File: src/hdl/pcgbr_pkg.sv
// Shared types, constants and output-mixing function of the PCG32 bounded generator.
package pcgbr_pkg;

    localparam int STATE_W   = 64;
    localparam int WORD_W    = 32;
    localparam int BOUND_W   = 31;
    localparam int SEQ_W     = 63;
    localparam int CFG_IDX_W = 1;

    // LCG multiplier
    localparam logic [STATE_W-1:0] LCG_MULT = 64'd6364136223846793005;

    // XSH-RR output taps
    localparam int XS_SHIFT = 18;
    localparam int XS_DROP  = 27;
    localparam int ROT_POS  = 59;

    // multiplier digit size and step count
    localparam int MUL_DIGIT_W = 16;
    localparam int MUL_STEPS   = STATE_W / MUL_DIGIT_W;
    localparam int MUL_CNT_W   = $clog2(MUL_STEPS);

    // remainder unit: one quotient bit per cycle
    localparam int DIV_CNT_W = $clog2(WORD_W);

    // input actions
    localparam logic ACT_RESEED = 1'b0;
    localparam logic ACT_DRAW   = 1'b1;

    // configuration register indexes
    localparam logic [CFG_IDX_W-1:0] REG_INIT_STATE = 1'b0;
    localparam logic [CFG_IDX_W-1:0] REG_INIT_SEQ   = 1'b1;

    typedef enum logic [2:0] {
        ST_IDLE,
        ST_LAUNCH,
        ST_STEP,
        ST_SEED_ADD,
        ST_DIV,
        ST_DONE
    } t_state;

    // XSH-RR: xorshift high bits, then rotate right by the top five state bits
    function automatic logic [WORD_W-1:0] pcgbr_xsh_rr(input logic [STATE_W-1:0] s);
        logic [STATE_W-1:0]  x;
        logic [WORD_W-1:0]   mixed;
        logic [4:0]          rot;
        logic [2*WORD_W-1:0] dbl;
        x     = (s >> XS_SHIFT) ^ s;
        mixed = x[XS_DROP +: WORD_W];
        rot   = s[ROT_POS +: 5];
        dbl   = {mixed, mixed} >> rot;
        return dbl[WORD_W-1:0];
    endfunction

endpackage

File: src/hdl/pcgbr_if.sv
// Valid/ready channel interfaces: draw requests, results and register writes.
interface pcgbr_in_if;
    logic                          valid;
    logic                          ready;
    logic                          action;
    logic [pcgbr_pkg::BOUND_W-1:0] bound;
    modport source (output valid, action, bound, input ready);
    modport sink   (input valid, action, bound, output ready);
endinterface

interface pcgbr_out_if;
    logic                          valid;
    logic                          ready;
    logic [pcgbr_pkg::WORD_W-1:0]  raw_word;
    logic [pcgbr_pkg::BOUND_W-1:0] value;
    logic                          bound_error;
    modport source (output valid, raw_word, value, bound_error, input ready);
    modport sink   (input valid, raw_word, value, bound_error, output ready);
endinterface

interface pcgbr_cfg_if;
    logic                            valid;
    logic                            ready;
    logic [pcgbr_pkg::CFG_IDX_W-1:0] index;
    logic [pcgbr_pkg::STATE_W-1:0]   data;
    modport source (output valid, index, data, input ready);
    modport sink   (input valid, index, data, output ready);
endinterface

File: src/hdl/pcgbr_mul.sv
// Iterative LCG step unit: state * LCG_MULT + addend mod 2^64, one 16-bit digit per cycle.
module pcgbr_mul (
    input  logic                          i_clk,
    input  logic                          i_rst_n,
    input  logic                          i_start,
    input  logic [pcgbr_pkg::STATE_W-1:0] i_mcand,
    input  logic [pcgbr_pkg::STATE_W-1:0] i_addend,
    output logic                          o_done,
    output logic [pcgbr_pkg::STATE_W-1:0] o_product
);
    import pcgbr_pkg::*;

    logic                              r_busy;
    logic                              r_done;
    logic [MUL_CNT_W-1:0]              r_cnt;
    logic [STATE_W-1:0]                r_mcand;
    logic [STATE_W-1:0]                r_mult;
    logic [STATE_W-1:0]                r_acc;
    logic [STATE_W+MUL_DIGIT_W-1:0]    w_pp;

    // digit times shifted constant, only low 64 bits matter
    assign w_pp = r_mcand[MUL_DIGIT_W-1:0] * r_mult;

    always_ff @(posedge i_clk) begin
        if (!i_rst_n) begin
            r_busy <= 1'b0;
            r_done <= 1'b0;
            r_cnt  <= '0;
        end else begin
            r_done <= 1'b0;
            if (i_start) begin
                r_busy <= 1'b1;
                r_cnt  <= '0;
            end else if (r_busy) begin
                r_cnt <= r_cnt + 1'b1;
                if (r_cnt == MUL_CNT_W'(MUL_STEPS - 1)) begin
                    r_busy <= 1'b0;
                    r_done <= 1'b1;
                end
            end
        end
    end

    always_ff @(posedge i_clk) begin
        if (i_start) begin
            r_mcand <= i_mcand;
            r_mult  <= LCG_MULT;
            r_acc   <= i_addend;
        end else if (r_busy) begin
            r_mcand <= r_mcand >> MUL_DIGIT_W;
            r_mult  <= r_mult << MUL_DIGIT_W;
            r_acc   <= r_acc + w_pp[STATE_W-1:0];
        end
    end

    assign o_done    = r_done;
    assign o_product = r_acc;

endmodule

File: src/hdl/pcgbr_div.sv
// Restoring remainder unit: 32-bit word modulo 31-bit bound, one bit per cycle.
module pcgbr_div (
    input  logic                          i_clk,
    input  logic                          i_rst_n,
    input  logic                          i_start,
    input  logic [pcgbr_pkg::WORD_W-1:0]  i_dividend,
    input  logic [pcgbr_pkg::BOUND_W-1:0] i_divisor,
    output logic                          o_done,
    output logic [pcgbr_pkg::BOUND_W-1:0] o_rem
);
    import pcgbr_pkg::*;

    logic                 r_busy;
    logic                 r_done;
    logic [DIV_CNT_W-1:0] r_cnt;
    logic [WORD_W-1:0]    r_num;
    logic [BOUND_W-1:0]   r_dsr;
    logic [BOUND_W-1:0]   r_rem;
    logic [WORD_W-1:0]    w_trial;
    logic [WORD_W-1:0]    w_diff;
    logic                 w_fits;

    assign w_trial = {r_rem, r_num[WORD_W-1]};
    assign w_diff  = w_trial - {1'b0, r_dsr};
    assign w_fits  = (w_trial >= {1'b0, r_dsr});

    always_ff @(posedge i_clk) begin
        if (!i_rst_n) begin
            r_busy <= 1'b0;
            r_done <= 1'b0;
            r_cnt  <= '0;
        end else begin
            r_done <= 1'b0;
            if (i_start) begin
                r_busy <= 1'b1;
                r_cnt  <= '0;
            end else if (r_busy) begin
                r_cnt <= r_cnt + 1'b1;
                if (r_cnt == DIV_CNT_W'(WORD_W - 1)) begin
                    r_busy <= 1'b0;
                    r_done <= 1'b1;
                end
            end
        end
    end

    // remainder stays below the divisor, so it fits in 31 bits
    always_ff @(posedge i_clk) begin
        if (i_start) begin
            r_num <= i_dividend;
            r_dsr <= i_divisor;
            r_rem <= '0;
        end else if (r_busy) begin
            r_num <= r_num << 1;
            r_rem <= w_fits ? w_diff[BOUND_W-1:0] : w_trial[BOUND_W-1:0];
        end
    end

    assign o_done = r_done;
    assign o_rem  = r_rem;

endmodule

File: src/hdl/pcg32_bounded_random.sv
// Top level of the PCG32 XSH-RR generator with bounded draws.
// PCG32 XSH-RR random number generator. Each input transaction yields exactly one
// result transaction. A draw (action 1) forms the 32-bit output word from the
// current state, advances the 64-bit LCG once and returns the word and the word
// modulo bound; bound zero still advances the generator but returns value 0 with
// bound_error set. A reseed (action 0) restarts from init_state / init_sequence
// (increment = init_sequence<<1 | 1) and returns all zeros. Registers are written
// through the config channel, which is always ready; write them only while idle.
// A draw runs one LCG step and then the remainder unit, a draw with bound zero
// skips the remainder, and a reseed runs two steps with init_state added between
// them. The input is ready again in the same cycle as the result turns valid,
// later while the receiver leaves the result register full. Each LCG step passes
// a launch state, then the 16-bit digits on the shared multiply-accumulate unit,
// then its done flag. The remainder comes from a restoring unit that resolves
// one bit per cycle over the 32 bits of the word, then raises its done flag.
// The input is ready only in the idle state; a finished result sits in an output
// register, so a new transaction can start while it waits.
module pcg32_bounded_random (
    input  logic         i_clk,
    input  logic         i_rst_n,
    pcgbr_in_if.sink     i_in,
    pcgbr_out_if.source  o_out,
    pcgbr_cfg_if.sink    i_cfg
);
    import pcgbr_pkg::*;

    t_state               r_state;
    t_state               n_state;

    // generator state and configuration
    logic [STATE_W-1:0]   r_lcg;
    logic [STATE_W-1:0]   r_inc;
    logic [STATE_W-1:0]   r_init_state;
    logic [SEQ_W-1:0]     r_init_seq;

    // current transaction
    logic                 r_is_draw;
    logic                 r_seed_pass;   // reseed: second LCG step underway
    logic [BOUND_W-1:0]   r_bound;
    logic [WORD_W-1:0]    r_word;

    // result register
    logic                 r_out_valid;
    logic [WORD_W-1:0]    r_out_word;
    logic [BOUND_W-1:0]   r_out_value;
    logic                 r_out_err;

    // sequencer controls
    logic                 w_accept;
    logic                 w_mul_start;
    logic                 w_mul_done;
    logic [STATE_W-1:0]   w_product;
    logic                 w_div_start;
    logic                 w_div_done;
    logic [BOUND_W-1:0]   w_rem;
    logic                 w_bound_zero;
    logic                 w_out_free;
    logic                 w_out_load;

    assign w_bound_zero = (r_bound == '0);
    assign w_out_free   = !r_out_valid || o_out.ready;
    assign w_accept     = i_in.valid && i_in.ready;

    assign i_in.ready   = (r_state == ST_IDLE);
    assign i_cfg.ready  = 1'b1;

    pcgbr_mul u_mul (
        .i_clk     (i_clk),
        .i_rst_n   (i_rst_n),
        .i_start   (w_mul_start),
        .i_mcand   (r_lcg),
        .i_addend  (r_inc | STATE_W'(1)),
        .o_done    (w_mul_done),
        .o_product (w_product)
    );

    pcgbr_div u_div (
        .i_clk      (i_clk),
        .i_rst_n    (i_rst_n),
        .i_start    (w_div_start),
        .i_dividend (r_word),
        .i_divisor  (r_bound),
        .o_done     (w_div_done),
        .o_rem      (w_rem)
    );

    // next state
    always_comb begin
        n_state = r_state;
        unique case (r_state)
            ST_IDLE: begin
                if (w_accept) n_state = ST_LAUNCH;
            end
            ST_LAUNCH: begin
                n_state = ST_STEP;
            end
            ST_STEP: begin
                if (w_mul_done) begin
                    if (r_is_draw) n_state = w_bound_zero ? ST_DONE : ST_DIV;
                    else           n_state = r_seed_pass ? ST_DONE : ST_SEED_ADD;
                end
            end
            ST_SEED_ADD: begin
                n_state = ST_LAUNCH;
            end
            ST_DIV: begin
                if (w_div_done) n_state = ST_DONE;
            end
            ST_DONE: begin
                if (w_out_free) n_state = ST_IDLE;
            end
            default: n_state = ST_IDLE;
        endcase
    end

    // sequencer outputs
    always_comb begin
        w_mul_start = (r_state == ST_LAUNCH);
        w_div_start = (r_state == ST_STEP) && w_mul_done && r_is_draw && !w_bound_zero;
        w_out_load  = (r_state == ST_DONE) && w_out_free;
    end

    // control and generator state
    always_ff @(posedge i_clk) begin
        if (!i_rst_n) begin
            r_state      <= ST_IDLE;
            r_lcg        <= '0;
            r_inc        <= '0;
            r_init_state <= '0;
            r_init_seq   <= '0;
            r_out_valid  <= 1'b0;
            r_seed_pass  <= 1'b0;
        end else begin
            r_state <= n_state;

            if (i_cfg.valid && i_cfg.ready) begin
                unique case (i_cfg.index)
                    REG_INIT_STATE: r_init_state <= i_cfg.data;
                    REG_INIT_SEQ:   r_init_seq   <= i_cfg.data[SEQ_W-1:0];
                    default:        ;
                endcase
            end

            if (w_accept) begin
                r_seed_pass <= 1'b0;
                if (i_in.action == ACT_RESEED) begin
                    r_lcg <= '0;
                    r_inc <= {r_init_seq, 1'b1};
                end
            end

            if ((r_state == ST_STEP) && w_mul_done) r_lcg <= w_product;

            if (r_state == ST_SEED_ADD) begin
                r_lcg       <= r_lcg + r_init_state;
                r_seed_pass <= 1'b1;
            end

            if (w_out_load)       r_out_valid <= 1'b1;
            else if (o_out.ready) r_out_valid <= 1'b0;
        end
    end

    // transaction payload
    always_ff @(posedge i_clk) begin
        if (w_accept) begin
            r_is_draw <= (i_in.action == ACT_DRAW);
            r_bound   <= i_in.bound;
            // output word comes from the state before the step
            r_word    <= pcgbr_xsh_rr(r_lcg);
        end
        if (w_out_load) begin
            if (!r_is_draw) begin
                r_out_word  <= '0;
                r_out_value <= '0;
                r_out_err   <= 1'b0;
            end else if (w_bound_zero) begin
                r_out_word  <= r_word;
                r_out_value <= '0;
                r_out_err   <= 1'b1;
            end else begin
                r_out_word  <= r_word;
                r_out_value <= w_rem;
                r_out_err   <= 1'b0;
            end
        end
    end

    assign o_out.valid       = r_out_valid;
    assign o_out.raw_word    = r_out_word;
    assign o_out.value       = r_out_value;
    assign o_out.bound_error = r_out_err;

endmodule
File: src/flat_wrapper.sv
// flat-port wrapper written by rule: the top's interface ports become plain ports
module pcg32_bounded_random_flat import pcgbr_pkg::*;
  (i_clk, i_rst_n, i_in_valid, i_in_action, i_in_bound, i_in_ready, o_out_valid, o_out_raw_word, o_out_value, o_out_bound_error, o_out_ready, i_cfg_valid, i_cfg_index, i_cfg_data, i_cfg_ready);
  pcgbr_in_if i_in_i ();
  pcgbr_out_if o_out_i ();
  pcgbr_cfg_if i_cfg_i ();
  input  logic i_clk;
  input  logic i_rst_n;
  input wire logic [$bits(i_in_i.valid)-1:0] i_in_valid;
  input wire logic [$bits(i_in_i.action)-1:0] i_in_action;
  input wire logic [$bits(i_in_i.bound)-1:0] i_in_bound;
  output wire logic [$bits(i_in_i.ready)-1:0] i_in_ready;
  output wire logic [$bits(o_out_i.valid)-1:0] o_out_valid;
  output wire logic [$bits(o_out_i.raw_word)-1:0] o_out_raw_word;
  output wire logic [$bits(o_out_i.value)-1:0] o_out_value;
  output wire logic [$bits(o_out_i.bound_error)-1:0] o_out_bound_error;
  input wire logic [$bits(o_out_i.ready)-1:0] o_out_ready;
  input wire logic [$bits(i_cfg_i.valid)-1:0] i_cfg_valid;
  input wire logic [$bits(i_cfg_i.index)-1:0] i_cfg_index;
  input wire logic [$bits(i_cfg_i.data)-1:0] i_cfg_data;
  output wire logic [$bits(i_cfg_i.ready)-1:0] i_cfg_ready;
  assign i_in_i.valid = i_in_valid;
  assign i_in_i.action = i_in_action;
  assign i_in_i.bound = i_in_bound;
  assign i_in_ready = i_in_i.ready;
  assign o_out_valid = o_out_i.valid;
  assign o_out_raw_word = o_out_i.raw_word;
  assign o_out_value = o_out_i.value;
  assign o_out_bound_error = o_out_i.bound_error;
  assign o_out_i.ready = o_out_ready;
  assign i_cfg_i.valid = i_cfg_valid;
  assign i_cfg_i.index = i_cfg_index;
  assign i_cfg_i.data = i_cfg_data;
  assign i_cfg_ready = i_cfg_i.ready;
  pcg32_bounded_random u_core (.i_clk(i_clk), .i_rst_n(i_rst_n), .i_in(i_in_i), .o_out(o_out_i), .i_cfg(i_cfg_i));
endmodule
File: config.mk
export PLATFORM = sky130hd
export DESIGN_NAME = pcg32_bounded_random_flat
export DESIGN_NICKNAME = d
export VERILOG_FILES = /design/src/hdl/pcgbr_pkg.sv /design/src/hdl/pcgbr_if.sv /design/src/hdl/pcgbr_mul.sv /design/src/hdl/pcgbr_div.sv /design/src/hdl/pcg32_bounded_random.sv /design/src/flat_wrapper.sv
export SDC_FILE = /design/constraint.sdc
export NUM_CORES = 2
export LEC_CHECK = 0
export ABC_CLOCK_PERIOD_IN_PS = 9400
export BUFFER_PORTS_ARGS = -buffer_cell sky130_fd_sc_hd__clkbuf_2
export CAP_MARGIN = 30
export CORE_MARGIN = 2
export CORE_UTILIZATION = 30
export DETAILED_ROUTE_END_ITERATION = 8
export HOLD_SLACK_MARGIN = 0.12
export PLACE_DENSITY = 0.51
export SYNTH_ARGS = -nofsm -noshare
export SYNTH_HDL_FRONTEND = slang
export SYNTH_SLANG_ARGS = --single-unit
File: constraint.sdc
create_clock -name i_clk -period 9.4 [get_ports i_clk]
set_input_delay 0.47 -clock i_clk [delete_from_list [all_inputs] [get_ports i_clk]]
set_output_delay 0.47 -clock i_clk [all_outputs]
set_load 0.05 [all_outputs]
==> run metrics <==
status finished, violations left; violated checks DRC; worst skew pair latency 0.69 ns; vias per cell 4.85; H-tree levels 3; I/O pin count 169; FILL cells 18.4k; sequential-to-total area share from yosys stat 29.7%; Yosys cell types 76; Initial Utilization 30.2%; WHS 0.189 ns; most area-hungry cell type in the Yosys netlist fa_1; final instance area 60000 um^2; drt total wl 177 mm; gpl congestion 0.965; Overall Global Routing Usage 19.5%; asr flop ratio synth 0%; I/O Buffers 167; Clock Skews 0.0454 ns; achievable frequency 0.117 GHz; Ys Warns 0; post-layout util 34.0%; CTS tree done; Tmin final 8.53 ns; Hold WC Path Type in2reg; Worst-Margin Slew 0.992 ns; area of the multi-input gates 33000 um^2; reg2reg path depth 21; DRC violations left 2; Final nets 6860; synth top area cells fa_1, edfxtp_1, dfxtp_1; Synth Flop Type edfxtp_1; hold path cells 3; Final Hold Viols 0; drt pass-1 iters 9; detailed-route wire length per cell 21.5 um; first-pass GRT wire length 264 mm; die width 426 um; crit path max fanout 22; Clock transition at path regs 0.07 ns; Row Count 154; sequential cell area 15900 um^2; Post-Syn Area 53300 um^2; final setup violation count 0; setup TNS 0 ns; number of flops mapped to enable cells by yosys 318; share of cells above drive strength 1 6.73%; top cell type's share of synthesized area 22.5%; worst path arrival time 8.95 ns; Post-CTS Resized 0; syn nets 6740; Crit. End Element flop; Post-DP Area 56500 um^2; Sink Count 633; gr ovfl total 0; WP data required 9.82 ns; max cap viols 0; CTS buffer count 73; vias in the first global route 41.0k; Yosys reg bits 633; Max Transition Viols Final 0; Worst Setup Start Kind flop; clock buffer depth 3; Worst slew margin 33.8%; 1st-iter DRT viols 3268; fin crit share 90.8%; core footprint 176000 um^2; DIE HEIGHT 426 um; clock root cell clkbuf_16; detailed placement HPWL 143 mm; Vias 39.9k; number of antenna violations at the first check in global routing 12; die area 181000 um^2; post-synthesis cell count 5706; RSZ-0062 raised after global routing no; P&R area growth vs syn 12.5%; CP Class reg2reg; post-synthesis area per instance 9.35 um^2; largest net degree at the start of global routing 96; ANT nets after route 0; post-CTS repair timing setup buffer count 0
==> cell usage after synthesis (10+ instances only) <==
| library cell | n |
|---|---|
| nand2_1 | 993 |
| inv_1 | 957 |
| fa_1 | 599 |
| ha_1 | 333 |
| edfxtp_1 | 318 |
| dfxtp_1 | 315 |
| a21oi_1 | 244 |
| clkbuf_1 | 244 |
| a21boi_0 | 198 |
| o21ai_0 | 193 |
| nor2_1 | 167 |
| and2_1 | 162 |
| xnor2_1 | 129 |
| a21o_1 | 121 |
| nor2b_1 | 69 |
| xor2_1 | 69 |
| mux2i_1 | 68 |
| a222oi_1 | 43 |
| nand3_1 | 43 |
| nand4_1 | 36 |
| o21bai_1 | 33 |
| nor3_1 | 31 |
| a211oi_1 | 29 |
| o21a_1 | 26 |
| and3_1 | 22 |
| nand2b_1 | 22 |
| mux2_2 | 21 |
| o211ai_1 | 19 |
| o31ai_1 | 19 |
| a31oi_1 | 15 |
| a22o_1 | 13 |
| nor4_1 | 12 |
| buf_1 | 10 |
| or2_2 | 10 |
==> path summary, 6_finish.rpt <==
path / endpoint / from / slack, ns
setup reg to reg: u_core.u_mul.o_product[56]$_DFFE_PP_ / u_core.u_mul.r_mult[54]$_SDFFE_PP1P_ / 0.87
setup / recovery: u_core.u_mul.o_product[56]$_DFFE_PP_ / u_core.u_mul.r_mult[54]$_SDFFE_PP1P_ / 0.87
hold reg to reg: u_core.u_div.r_dsr[24]$_DFFE_PP_ / u_core.r_bound[24]$_DFFE_PP_ / 0.45
hold / removal: u_core.o_out.valid$_SDFFE_PN0P_ / o_out_ready / 0.19
==> critical path: stages, from the launching register on <==
cell	delay (ns)
dfxtp_1	0.87
nand2_1	0.59
inv_1	0.42
fa_1	0.57
ha_1	0.33
inv_1	0.05
fa_1	0.50
fa_1	0.55
inv_1	0.05
fa_1	0.48
inv_1	0.05
fa_1	0.50
inv_1	0.05
ha_1	0.36
o211ai_1	0.12
o21ai_0	0.65
o21ai_0	0.31
a211oi_1	0.82
o221a_2	0.42
o21ai_0	0.13
a21o_1	0.20
a32o_1	0.24
==> registers in the layout (all words and copies together), names as in the netlist, 2 cells and up <==
| signal | flops |
|---|---|
| u_core.o_out.value | 31 |
| u_core.r_init_seq | 63 |
| u_core.u_mul.r_mcand | 64 |
| u_core.u_mul.r_mult | 13 |
| u_core.r_word | 32 |
| u_core.u_mul.r_cnt | 2 |
| u_core.o_out.raw_word | 32 |
| u_core.u_div.o_rem | 31 |
| u_core.r_init_state | 64 |
| u_core.u_div.r_cnt | 5 |
| u_core.r_lcg | 64 |
| u_core.u_div.r_num | 32 |
| u_core.r_bound | 31 |
| u_core.r_state | 3 |
| u_core.u_div.r_dsr | 31 |
| u_core.u_mul.o_product | 64 |
| u_core.r_inc | 63 |
==> per-layer routing <==
layer  global-route usage [%]  vias to the layer above  wire length, um
met1                     24.9                    19798            74800
met4                     8.52                        2             8830
met5                        0                        -                7
li1                         -                    18757                -
met2                     32.8                     1084            84700
met3                     2.79                      274             8960
==> placed cells by master (no fill, tap or decap), types with 29 or more instances in the layout <==
cell	count
nor3_1	29
dfxtp_1	313
and2_1	161
a21boi_0	198
nand2_1	991
xnor2_1	129
clkbuf_2	166
a222oi_1	43
dlygate4sd3_1	91
a21o_1	121
o21ai_0	193
fa_1	599
edfxtp_1	318
mux2i_1	68
ha_1	333
clkbuf_16	76
inv_1	956
nand3_1	43
xor2_1	69
nor2_1	164
a21oi_1	244
nand4_1	36
o21bai_1	33
nor2b_1	67
buf_4	43
a211oi_1	29
==> per-stage QoR <==
stage / worst slack [ns] / std cells
2_1_floorplan: 2.45 / 5706
3_3_place_gp: 1.25 / 7996
3_5_place_dp: 1.17 / 7998
4_1_cts: 1.12 / 8224
5_1_grt: 0.626 / 8228
6_report: 0.865 / 8231
==> repair_timing <==
action                                 4_1_cts  5_1_grt
hold buffers                                91        0
endpoints found under the hold margin      147        0
setup endpoints to repair                    0        0
==> cells by family after synthesis <==
kind of cell	count (synthesis)	synth area share [%]
muxes	96	2.01
other	1	0.00703
and+or+nand+nor	1590	13.1
xor gates and xnor gates	198	3.25
buffers and inverters	1219	8.61
DFF	633	29.7
AOI/OAI and AO/OA	1037	13.0
adders and majority gates	932	30.3
==> cell type report <==
type,instances,area share (%)
multi-input cells,3854,54.9
repair buffers,305,3.62
clock buffers,102,3.49
inverters,959,6.00
clock inverters,33,0.634
well taps,2340,4.88
flip-flops and latches,633,26.4
diodes,5,0.0209
Power is left out: the tool's default activity adds up to more than one toggle a clock period on the data nets, which glitch-free logic cannot reach.
